==> src/rtl/pq_pkg.sv <==
// shared types and constants of the prompt queue with hold and repeat suppression
`timescale 1ns / 1ps
`default_nettype none
package pq_pkg;

	localparam int unsigned QUEUE_DEPTH_DEF = 8;
	localparam logic [15:0] HOLD_RESET = 16'd1200;

	typedef enum logic [1:0] {
		REQ_TICK   = 2'd0,
		REQ_PROMPT = 2'd1,
		REQ_CLEAR  = 2'd2,
		REQ_NONE   = 2'd3
	} req_type_t;

	typedef enum logic {
		ST_IDLE = 1'b0,
		ST_EXEC = 1'b1
	} pq_state_t;

	typedef struct packed {
		logic [1:0]  req_type;
		logic [31:0] now_ms;
		logic [7:0]  prompt_id;
		logic [7:0]  source_id;
		logic [31:0] repeat_gap_ms;
		logic        player_busy;
	} in_beat_t;

	typedef struct packed {
		logic       play_valid;
		logic [7:0] play_prompt;
		logic [7:0] play_source;
		logic       busy_res;
		logic [3:0] fill_level;
	} out_beat_t;

	typedef struct packed {
		logic load;
		logic exec;
	} pq_cmd_t;

	typedef struct packed {
		logic out_stall;
	} pq_sts_t;

endpackage
`default_nettype wire

==> src/rtl/pq_ctrl.sv <==
// controller state machine: accepts a beat, then runs one execute step
`timescale 1ns / 1ps
`default_nettype none
module pq_ctrl (
	input  wire logic           clk,
	input  wire logic           arst_n,
	input  wire logic           in_valid,
	output logic                in_ready,
	input  wire pq_pkg::pq_sts_t sts,
	output pq_pkg::pq_cmd_t     cmd
);
	import pq_pkg::*;

	pq_state_t state_q;
	pq_state_t state_next;

	always_ff @(posedge clk or negedge arst_n) begin
		if (!arst_n) begin
			state_q <= ST_IDLE;
		end else begin
			state_q <= state_next;
		end
	end

	always_comb begin
		state_next = state_q;
		case (state_q)
			ST_IDLE: begin
				if (in_valid) begin
					state_next = ST_EXEC;
				end
			end
			ST_EXEC: begin
				if (!sts.out_stall) begin
					state_next = ST_IDLE;
				end
			end
			default: state_next = ST_IDLE;
		endcase
	end

	always_comb begin
		in_ready = 1'b0;
		cmd      = '0;
		case (state_q)
			ST_IDLE: begin
				in_ready = 1'b1;
				cmd.load = in_valid;
			end
			ST_EXEC: begin
				cmd.exec = !sts.out_stall;
			end
			default: begin
				in_ready = 1'b0;
			end
		endcase
	end

endmodule
`default_nettype wire

==> src/rtl/pq_dp.sv <==
// datapath: ring memory, timing state, repeat check and output register
`timescale 1ns / 1ps
`default_nettype none
module pq_dp #(
	parameter int unsigned QUEUE_DEPTH = pq_pkg::QUEUE_DEPTH_DEF
) (
	input  wire logic              clk,
	input  wire logic              arst_n,
	input  wire pq_pkg::in_beat_t  in_data,
	input  wire logic              cfg_we,
	input  wire logic [15:0]       cfg_wdata,
	input  wire pq_pkg::pq_cmd_t   cmd,
	output pq_pkg::pq_sts_t        sts,
	output logic                   out_valid,
	input  wire logic              out_ready,
	output pq_pkg::out_beat_t      out_data
);
	import pq_pkg::*;

	localparam int unsigned IDX_W = (QUEUE_DEPTH > 1) ? $clog2(QUEUE_DEPTH) : 1;
	localparam int unsigned CNT_W = $clog2(QUEUE_DEPTH + 1);

	typedef struct packed {
		logic [7:0] prompt;
		logic [7:0] source;
	} entry_t;

	entry_t mem [QUEUE_DEPTH];
	entry_t rd_q;

	in_beat_t        item_s1;
	logic [IDX_W-1:0] head_q;
	logic [CNT_W-1:0] count_q;
	logic [31:0]     cur_q;
	logic [31:0]     hold_q;
	logic [7:0]      lp_q;
	logic [31:0]     lt_q;
	logic [15:0]     hold_time_q;
	out_beat_t       out_q;
	logic            out_valid_q;

	function automatic logic hold_fn(input logic [31:0] h, input logic [31:0] t);
		logic [31:0] d;
		d = h - t;
		return (h != 32'd0) && (d != 32'd0) && !d[31];
	endfunction

	logic             is_tick, is_prompt, is_clear;
	logic             hold_now, hold_cur, pop, drop, push, full;
	logic [31:0]      sum;
	logic [31:0]      elapsed;
	logic [IDX_W-1:0] head_inc;
	logic [IDX_W:0]   slot_raw;
	logic [IDX_W-1:0] slot;
	logic [IDX_W-1:0] head_next;
	logic [CNT_W-1:0] count_next;
	logic             busy;
	logic [CNT_W+3:0] count_ext;
	out_beat_t        res;

	always_comb begin
		is_tick   = item_s1.req_type == REQ_TICK;
		is_prompt = item_s1.req_type == REQ_PROMPT;
		is_clear  = item_s1.req_type == REQ_CLEAR;
		hold_now  = hold_fn(hold_q, item_s1.now_ms);
		hold_cur  = hold_fn(hold_q, cur_q);
		sum       = item_s1.now_ms + {16'd0, hold_time_q};
		elapsed   = cur_q - lt_q;
		full      = count_q == CNT_W'(QUEUE_DEPTH);
		pop       = is_tick && !item_s1.player_busy && !hold_now && (count_q != '0);
		drop      = (lp_q != 8'd0) && (lp_q == item_s1.prompt_id) && (lt_q != 32'd0)
			&& (elapsed < item_s1.repeat_gap_ms);
		push      = is_prompt && (item_s1.prompt_id != 8'd0) && !drop;
		head_inc  = (head_q == IDX_W'(QUEUE_DEPTH - 1)) ? '0 : head_q + 1'b1;
		slot_raw  = (IDX_W+1)'(head_q) + (IDX_W+1)'(count_q);
		if (slot_raw >= (IDX_W+1)'(QUEUE_DEPTH)) begin
			slot = IDX_W'(slot_raw - (IDX_W+1)'(QUEUE_DEPTH));
		end else begin
			slot = slot_raw[IDX_W-1:0];
		end
		if (full) begin
			slot = head_q;
		end

		head_next  = head_q;
		count_next = count_q;
		if (is_clear) begin
			head_next  = '0;
			count_next = '0;
		end else if (pop) begin
			head_next  = head_inc;
			count_next = count_q - 1'b1;
		end else if (push) begin
			if (full) begin
				head_next = head_inc;
			end else begin
				count_next = count_q + 1'b1;
			end
		end

		if (is_tick) begin
			busy = pop ? ((sum != 32'd0) && (hold_time_q != 16'd0)) : hold_now;
		end else if (is_clear) begin
			busy = 1'b0;
		end else begin
			busy = hold_cur;
		end

		count_ext       = {4'b0000, count_next};
		res.play_valid  = pop;
		res.play_prompt = pop ? rd_q.prompt : 8'd0;
		res.play_source = pop ? rd_q.source : 8'd0;
		res.busy_res    = item_s1.player_busy || busy;
		res.fill_level  = count_ext[3:0];
	end

	always_ff @(posedge clk) begin
		rd_q <= mem[head_q];
		if (cmd.exec && push) begin
			mem[slot] <= '{prompt: item_s1.prompt_id, source: item_s1.source_id};
		end
		if (cmd.load) begin
			item_s1 <= in_data;
		end
		if (cmd.exec) begin
			out_q <= res;
		end
	end

	always_ff @(posedge clk or negedge arst_n) begin
		if (!arst_n) begin
			head_q      <= '0;
			count_q     <= '0;
			cur_q       <= '0;
			hold_q      <= '0;
			lp_q        <= '0;
			lt_q        <= '0;
			hold_time_q <= HOLD_RESET;
			out_valid_q <= 1'b0;
		end else begin
			if (cfg_we) begin
				hold_time_q <= cfg_wdata;
			end
			if (cmd.exec) begin
				head_q  <= head_next;
				count_q <= count_next;
				if (is_tick) begin
					cur_q <= item_s1.now_ms;
				end
				if (is_clear) begin
					hold_q <= '0;
				end else if (pop) begin
					hold_q <= sum;
					lp_q   <= rd_q.prompt;
					lt_q   <= item_s1.now_ms;
				end
				out_valid_q <= 1'b1;
			end else if (out_ready) begin
				out_valid_q <= 1'b0;
			end
		end
	end

	assign sts.out_stall = out_valid_q && !out_ready;
	assign out_valid     = out_valid_q;
	assign out_data      = out_q;

endmodule
`default_nettype wire

==> src/rtl/prompt_queue_with_hold_and_dedup_unit.sv <==
// top level of the prompt queue with hold timer and repeat suppression
`timescale 1ns / 1ps
`default_nettype none
// Voice-prompt scheduler. Each input beat is a tick (new time, may start the
// oldest queued prompt when neither the player nor the hold timer is busy), a
// prompt request (dropped when the code is zero or repeats the last played
// prompt within its minimum gap; a full ring drops its oldest entry) or a
// clear of ring and hold. Every beat yields exactly one result beat. An item
// is accepted in ST_IDLE as the head ring entry is read from the registered-read
// ring memory, then executed in ST_EXEC, which loads the output register.
// The next item is accepted while a result waits to be taken. hold_time_ms
// must be written through cfg_we/cfg_wdata while the block is idle (not enforced).
module prompt_queue_with_hold_and_dedup_unit #(
	parameter int unsigned QUEUE_DEPTH = pq_pkg::QUEUE_DEPTH_DEF
) (
	input  wire logic              clk,
	input  wire logic              arst_n,
	input  wire logic              in_valid,
	output logic                   in_ready,
	input  wire pq_pkg::in_beat_t  in_data,
	output logic                   out_valid,
	input  wire logic              out_ready,
	output pq_pkg::out_beat_t      out_data,
	input  wire logic              cfg_we,
	input  wire logic [15:0]       cfg_wdata
);
	import pq_pkg::*;

	pq_cmd_t cmd;
	pq_sts_t sts;

	pq_ctrl u_ctrl (
		.clk      (clk),
		.arst_n   (arst_n),
		.in_valid (in_valid),
		.in_ready (in_ready),
		.sts      (sts),
		.cmd      (cmd)
	);

	pq_dp #(
		.QUEUE_DEPTH (QUEUE_DEPTH)
	) u_dp (
		.clk       (clk),
		.arst_n    (arst_n),
		.in_data   (in_data),
		.cfg_we    (cfg_we),
		.cfg_wdata (cfg_wdata),
		.cmd       (cmd),
		.sts       (sts),
		.out_valid (out_valid),
		.out_ready (out_ready),
		.out_data  (out_data)
	);

	a_play_nonzero: assert property (@(posedge clk) disable iff (!arst_n)
		out_valid && out_data.play_valid |-> out_data.play_prompt != 8'd0)
		else $error("played prompt code is zero");

	a_accept_then_exec: assert property (@(posedge clk) disable iff (!arst_n)
		in_valid && in_ready |=> !in_ready)
		else $error("input ready right after an accepted beat");

	a_result_from_exec: assert property (@(posedge clk) disable iff (!arst_n)
		$rose(out_valid) |-> $past(!in_ready))
		else $error("result appeared without an execute step");

	a_load_exclusive: assert property (@(posedge clk) disable iff (!arst_n)
		!(cmd.load && cmd.exec))
		else $error("load and execute in the same cycle");

endmodule
`default_nettype wire
==> config.mk <==
export PLATFORM = sky130hd
export DESIGN_NAME = prompt_queue_with_hold_and_dedup_unit
export DESIGN_NICKNAME = d
export VERILOG_FILES = /design/src/rtl/pq_pkg.sv /design/src/rtl/pq_ctrl.sv /design/src/rtl/pq_dp.sv /design/src/rtl/prompt_queue_with_hold_and_dedup_unit.sv
export SDC_FILE = /design/constraint.sdc
export NUM_CORES = 1
export LEC_CHECK = 0
export ABC_AREA = 1
export BUFFER_PORTS_ARGS = -buffer_cell sky130_fd_sc_hd__buf_4
export CORE_AREA = 5 5 230 232
export CTS_CLUSTER_DIAMETER = 50
export DETAILED_ROUTE_END_ITERATION = 8
export DIE_AREA = 0 0 235 237
export PLACE_DENSITY = 0.58
export SLEW_MARGIN = 20
export SYNTH_ARGS = -nofsm -noshare
export SYNTH_HDL_FRONTEND = slang
export SYNTH_SLANG_ARGS = --single-unit
==> constraint.sdc <==
create_clock -name clk -period 6.15 [get_ports clk]
set_input_delay 0.3075 -clock clk [delete_from_list [all_inputs] [get_ports clk]]
set_output_delay 0.3075 -clock clk [all_outputs]
set_load 0.01 [all_outputs]
==> flow_results.xml <==
<?xml version="1.0" encoding="UTF-8"?>
<metrics>
  <group name="critical_path">
    <metric name="criticalPathCategory" unit="">reg -&gt; reg</metric>
    <metric name="worst_setup_path_start_kind" unit="">register</metric>
    <metric name="arrival" unit="ps">5810</metric>
    <metric name="end_kind" unit="">register</metric>
    <metric name="worst_ep_required_time" unit="ps">6420</metric>
    <metric name="timing.critical_path.fanout_max" unit="">16</metric>
  </group>
  <group name="drt">
    <metric name="detailroute.wirelength.met2" unit="mm">32.5</metric>
    <metric name="detail_route.iter0.violations" unit="">1518</metric>
    <metric name="wire_length_the_detailed_router_placed_on_met1" unit="mm">30.1</metric>
    <metric name="route.vias.total" unit="">19320</metric>
    <metric name="avgViaCountPerCell" unit="">5.23</metric>
    <metric name="final_ant_viol_nets" unit="">0</metric>
    <metric name="drt-pass1-iter-count" unit="">5</metric>
    <metric name="detail_route.wl_per_cell" unit="um">18.5</metric>
    <metric name="routed_wirelength" unit="mm">68.3</metric>
    <metric name="top_layer_used" unit="">met4</metric>
    <metric name="wl_met3" unit="mm">2.87</metric>
    <metric name="drc" unit="">0</metric>
  </group>
  <group name="clocking">
    <metric name="cts.reportedPaths.clkPinSlew" unit="ps">60</metric>
    <metric name="root_buffer" unit="">sky130_fd_sc_hd__clkbuf_16</metric>
    <metric name="number_of_clock_sinks" unit="">378</metric>
    <metric name="numCtsBuffers" unit="">49</metric>
    <metric name="cts-htree-levels" unit="">2</metric>
    <metric name="clock_tree_from_tritoncts" unit="">built</metric>
    <metric name="clkLatencyLatePin" unit="ps">600</metric>
    <metric name="ctsResizeCount" unit="">0</metric>
    <metric name="clk_path_buf_depth" unit="">3</metric>
  </group>
  <group name="global_routing">
    <metric name="grt_pass1_wl" unit="mm">107</metric>
    <metric name="grt_antenna_before_repair" unit="">0</metric>
    <metric name="grt_overflow" unit="">0</metric>
    <metric name="grt_util_all_layers" unit="">0.240</metric>
    <metric name="first_global_vias" unit="">19016</metric>
    <metric name="grt_start_max_net_pins" unit="">101</metric>
  </group>
  <group name="synthesis">
    <metric name="seq_area_frac_synth" unit="">0.471</metric>
    <metric name="syn-cell-area" unit="um2">22400</metric>
    <metric name="postSynthNetCount" unit="">2980</metric>
    <metric name="number_of_synthesized_flops_with_an_enable_pin" unit="">233</metric>
    <metric name="synth_top_cell_by_area" unit="">sky130_fd_sc_hd__edfxtp_1</metric>
    <metric name="synth.yosys.warnings" unit="">0</metric>
    <metric name="netlist-cell-type-count" unit="">49</metric>
    <metric name="fraction_of_post_synthesis_cell_area_in_the_top_cell_type_by_area" unit="">0.312</metric>
    <metric name="synthArstFlopShare" unit="">0.341</metric>
    <metric name="syn_inst" unit="">2726</metric>
    <metric name="post_synth_main_area_contributors" unit="">sky130_fd_sc_hd__edfxtp_1 31%, sky130_fd_sc_hd__dfrtp_1 14%, sky130_fd_sc_hd__nand2_1 11%, sky130_fd_sc_hd__ha_1 8.1%, sky130_fd_sc_hd__inv_1 5.9%</metric>
    <metric name="ys_seq_elements" unit="">378</metric>
    <metric name="primary_ff_master_synth" unit="">sky130_fd_sc_hd__edfxtp_1</metric>
    <metric name="synth.avg_cell_area" unit="um2">8.22</metric>
  </group>
  <group name="timing">
    <metric name="skew" unit="ps">22.9</metric>
    <metric name="final_report_setup_violation_count" unit="">0</metric>
    <metric name="final-max-slew-violation-count" unit="">0</metric>
    <metric name="setup-tns-final" unit="ps">0</metric>
    <metric name="max_freq" unit="MHz">180</metric>
    <metric name="hold_viol_final" unit="">0</metric>
    <metric name="relSlewSlack" unit="">0.279</metric>
    <metric name="final_min_period_over_clock_period" unit="">0.901</metric>
    <metric name="timing.final.crit_period" unit="ps">5540</metric>
    <metric name="tightestPinTransition" unit="ps">1080</metric>
    <metric name="rsz0062_at_grt" unit="">no</metric>
  </group>
  <group name="pwr">
    <metric name="finalPower" unit="mW">15.3</metric>
    <metric name="power.leakage" unit="nW">12.5</metric>
    <metric name="vdd_ir_drop_max" unit="V">0.000241</metric>
    <metric name="power_density" unit="nW/um2">569</metric>
  </group>
  <group name="die">
    <metric name="fp-row-count" unit="">83</metric>
    <metric name="die_width" unit="um">235</metric>
    <metric name="num_io_pins" unit="">128</metric>
    <metric name="floorplan.initialDensity" unit="">0.441</metric>
    <metric name="fp.dieArea" unit="um2">55700</metric>
    <metric name="die_extent_in_y" unit="um">237</metric>
    <metric name="core_region_area" unit="um2">50800</metric>
  </group>
  <group name="cells_and_area">
    <metric name="drive_above_1_share" unit="">0.0922</metric>
    <metric name="post-route-cell-area" unit="um2">26800</metric>
    <metric name="antenna_fix_cells" unit="">0</metric>
    <metric name="num-nets-final" unit="">3227</metric>
    <metric name="area_overhead_vs_synth" unit="%">19.6</metric>
  </group>
  <group name="placement">
    <metric name="portBuffers" unit="">127</metric>
    <metric name="place.gp.congestion" unit="">0.953</metric>
    <metric name="post_detailed_placement_half_perimeter_wirelength" unit="mm">51.8</metric>
    <metric name="place_area" unit="um2">24100</metric>
  </group>
  <group name="run">
    <metric name="max_capacitance_violation_total" unit="">0</metric>
  </group>
  <group name="worst_hold_path">
    <metric name="worst_hold_path_type" unit="">in -&gt; reg</metric>
  </group>
  <group name="status">
    <metric name="outcome" unit="">finished, final reports clean</metric>
  </group>
</metrics>
## cells in the final DEF (no fill, tap or decap), types with 9 or more instances in the layout
cell | synthesis | layout
sky130_fd_sc_hd__nand3b_1 | 10 | 10
sky130_fd_sc_hd__clkbuf_16 | 0 | 50
sky130_fd_sc_hd__nor3_1 | 29 | 29
sky130_fd_sc_hd__dfxtp_1 | 16 | 16
sky130_fd_sc_hd__a21boi_0 | 9 | 9
sky130_fd_sc_hd__nand4_1 | 30 | 30
sky130_fd_sc_hd__a21oi_1 | 130 | 130
sky130_fd_sc_hd__edfxtp_1 | 233 | 233
sky130_fd_sc_hd__o22ai_1 | 17 | 17
sky130_fd_sc_hd__dlygate4sd3_1 | 0 | 101
sky130_fd_sc_hd__xor2_1 | 44 | 44
sky130_fd_sc_hd__ha_1 | 145 | 145
sky130_fd_sc_hd__nand3_1 | 123 | 123
sky130_fd_sc_hd__nor4_1 | 31 | 31
sky130_fd_sc_hd__dfrtp_1 | 125 | 124
sky130_fd_sc_hd__mux2_2 | 14 | 14
sky130_fd_sc_hd__nor2_1 | 324 | 323
sky130_fd_sc_hd__o21ai_0 | 169 | 169
sky130_fd_sc_hd__xnor2_1 | 28 | 28
sky130_fd_sc_hd__nand2_1 | 670 | 669
sky130_fd_sc_hd__a31oi_1 | 26 | 26
sky130_fd_sc_hd__inv_2 | 19 | 19
sky130_fd_sc_hd__buf_4 | 1 | 142
sky130_fd_sc_hd__inv_1 | 353 | 353
sky130_fd_sc_hd__o21ai_1 | 63 | 63
## where the power goes
group	switching [mW]	total, mW	leakage, nW	internal, mW
Combinational	5.41	8.40	7.74	2.99
Sequential	0.612	4.01	3.94	3.40
Clock	1.20	2.84	0.790	1.64
## Yosys cell counts, drive strengths merged (7+ instances only)
library cell and n:
nand3 125, nand3b 10, inv 372, o22ai 17
xor2 44, xnor2 28, nor4 31, dfxtp 16
o21a 8, mux2 14, clkbuf 33, nor3 31
dfrtp 125, nand2 675, nand4 30, a21boi 9
ha 145, o21ai 232, a21oi 131, o21bai 7
buf 16, nor2 324, a31oi 26, edfxtp 233
## final timing paths
check	slack, ps	cells past startpoint	end	startpoint
min in group asynchronous	330	2	u_dp.cur_q[28]	arst_n
max in group asynchronous	4560	3	u_dp.head_q[0]	arst_n
min reg2reg	460	2	u_dp.lp_q[1]	u_dp.rd_q[9]
max	610	25	u_dp.mem[5][14]	u_dp.cur_q[0]
max reg2reg	610	25	u_dp.mem[5][14]	u_dp.cur_q[0]
min	30	3	u_ctrl.state_q	in_valid
## logic make-up after synthesis
family / Yosys count / synth area share
AOI/OAI and AO/OA: 449 / 0.108
muxes: 14 / 0.00703
DFF: 378 / 0.471
adders and majority gates: 150 / 0.0854
and+or+nand+nor: 1240 / 0.229
buffers and inverters: 423 / 0.0723
xor gates and xnor gates: 72 / 0.0281
## flip-flops by register name (all words and copies together), names as in the netlist, 4 cells and up
signal / flops
u_dp.mem: 128
u_dp.item_s1: 83
u_dp.cur_q: 32
u_dp.hold_q: 32
u_dp.lt_q: 32
u_dp.out_data: 22
u_dp.hold_time_q: 16
u_dp.rd_q: 16
u_dp.lp_q: 8
u_dp.count_q: 4
## layout make-up
| cell class | count | area, um2 |
|---|---|---|
| clock buffer | 59 | 1310 |
| inverter | 374 | 1400 |
| fill | 4828 | 24000 |
| multi-input combinational | 1925 | 10300 |
| clock inverter | 33 | 332 |
| sequential | 378 | 10600 |
| timing repair buffer | 245 | 2110 |
| tap | 680 | 851 |
## metrics by stage
step,utilization,hold slack (ps),setup WS [ps],cells
3_3_place_gp,0.475,389,769,3500
4_1_cts,0.527,6.92,584,3693
6_report,0.528,34.1,609,3694
3_5_place_dp,0.475,394,612,3500
2_1_floorplan,-,11.9,1480,2726
5_1_grt,0.528,13.1,158,3694
## critical path, stage by stage (launching register included)
cell and delay, ps:
sky130_fd_sc_hd__dfrtp_1 400, sky130_fd_sc_hd__inv_1 60, sky130_fd_sc_hd__ha_1 130, sky130_fd_sc_hd__inv_1 50, sky130_fd_sc_hd__fa_1 420, sky130_fd_sc_hd__a21oi_1 260, sky130_fd_sc_hd__o21ai_1 170, sky130_fd_sc_hd__a21boi_0 420
sky130_fd_sc_hd__o21ai_1 160, sky130_fd_sc_hd__a21boi_0 370, sky130_fd_sc_hd__o21ai_1 150, sky130_fd_sc_hd__nand2_1 80, sky130_fd_sc_hd__nand2_1 60, sky130_fd_sc_hd__xor2_1 150, sky130_fd_sc_hd__ha_1 270, sky130_fd_sc_hd__nand2_1 60
sky130_fd_sc_hd__inv_1 50, sky130_fd_sc_hd__nand4_1 130, sky130_fd_sc_hd__nor4_1 270, sky130_fd_sc_hd__nand2_1 90, sky130_fd_sc_hd__nand3_1 350, sky130_fd_sc_hd__nand2_1 270, sky130_fd_sc_hd__nor2_1 270, sky130_fd_sc_hd__nand2_1 150
sky130_fd_sc_hd__nor2_1 120, sky130_fd_sc_hd__buf_4 270
## timing repair
action	CTS	global route
hold buffers	101	0
buffers inserted	0	0
endpoints found under the hold margin	177	0
## per-layer routing
| metal | up-vias | track usage |
|---|---|---|
| met5 | - | 0 |
| met4 | 0 | 0.0892 |
| met3 | 141 | 0.0320 |
| met2 | 459 | 0.409 |
| met1 | 9110 | 0.314 |
| li1 | 9610 | - |
Note: power is estimated with default switching activity, not from simulation.
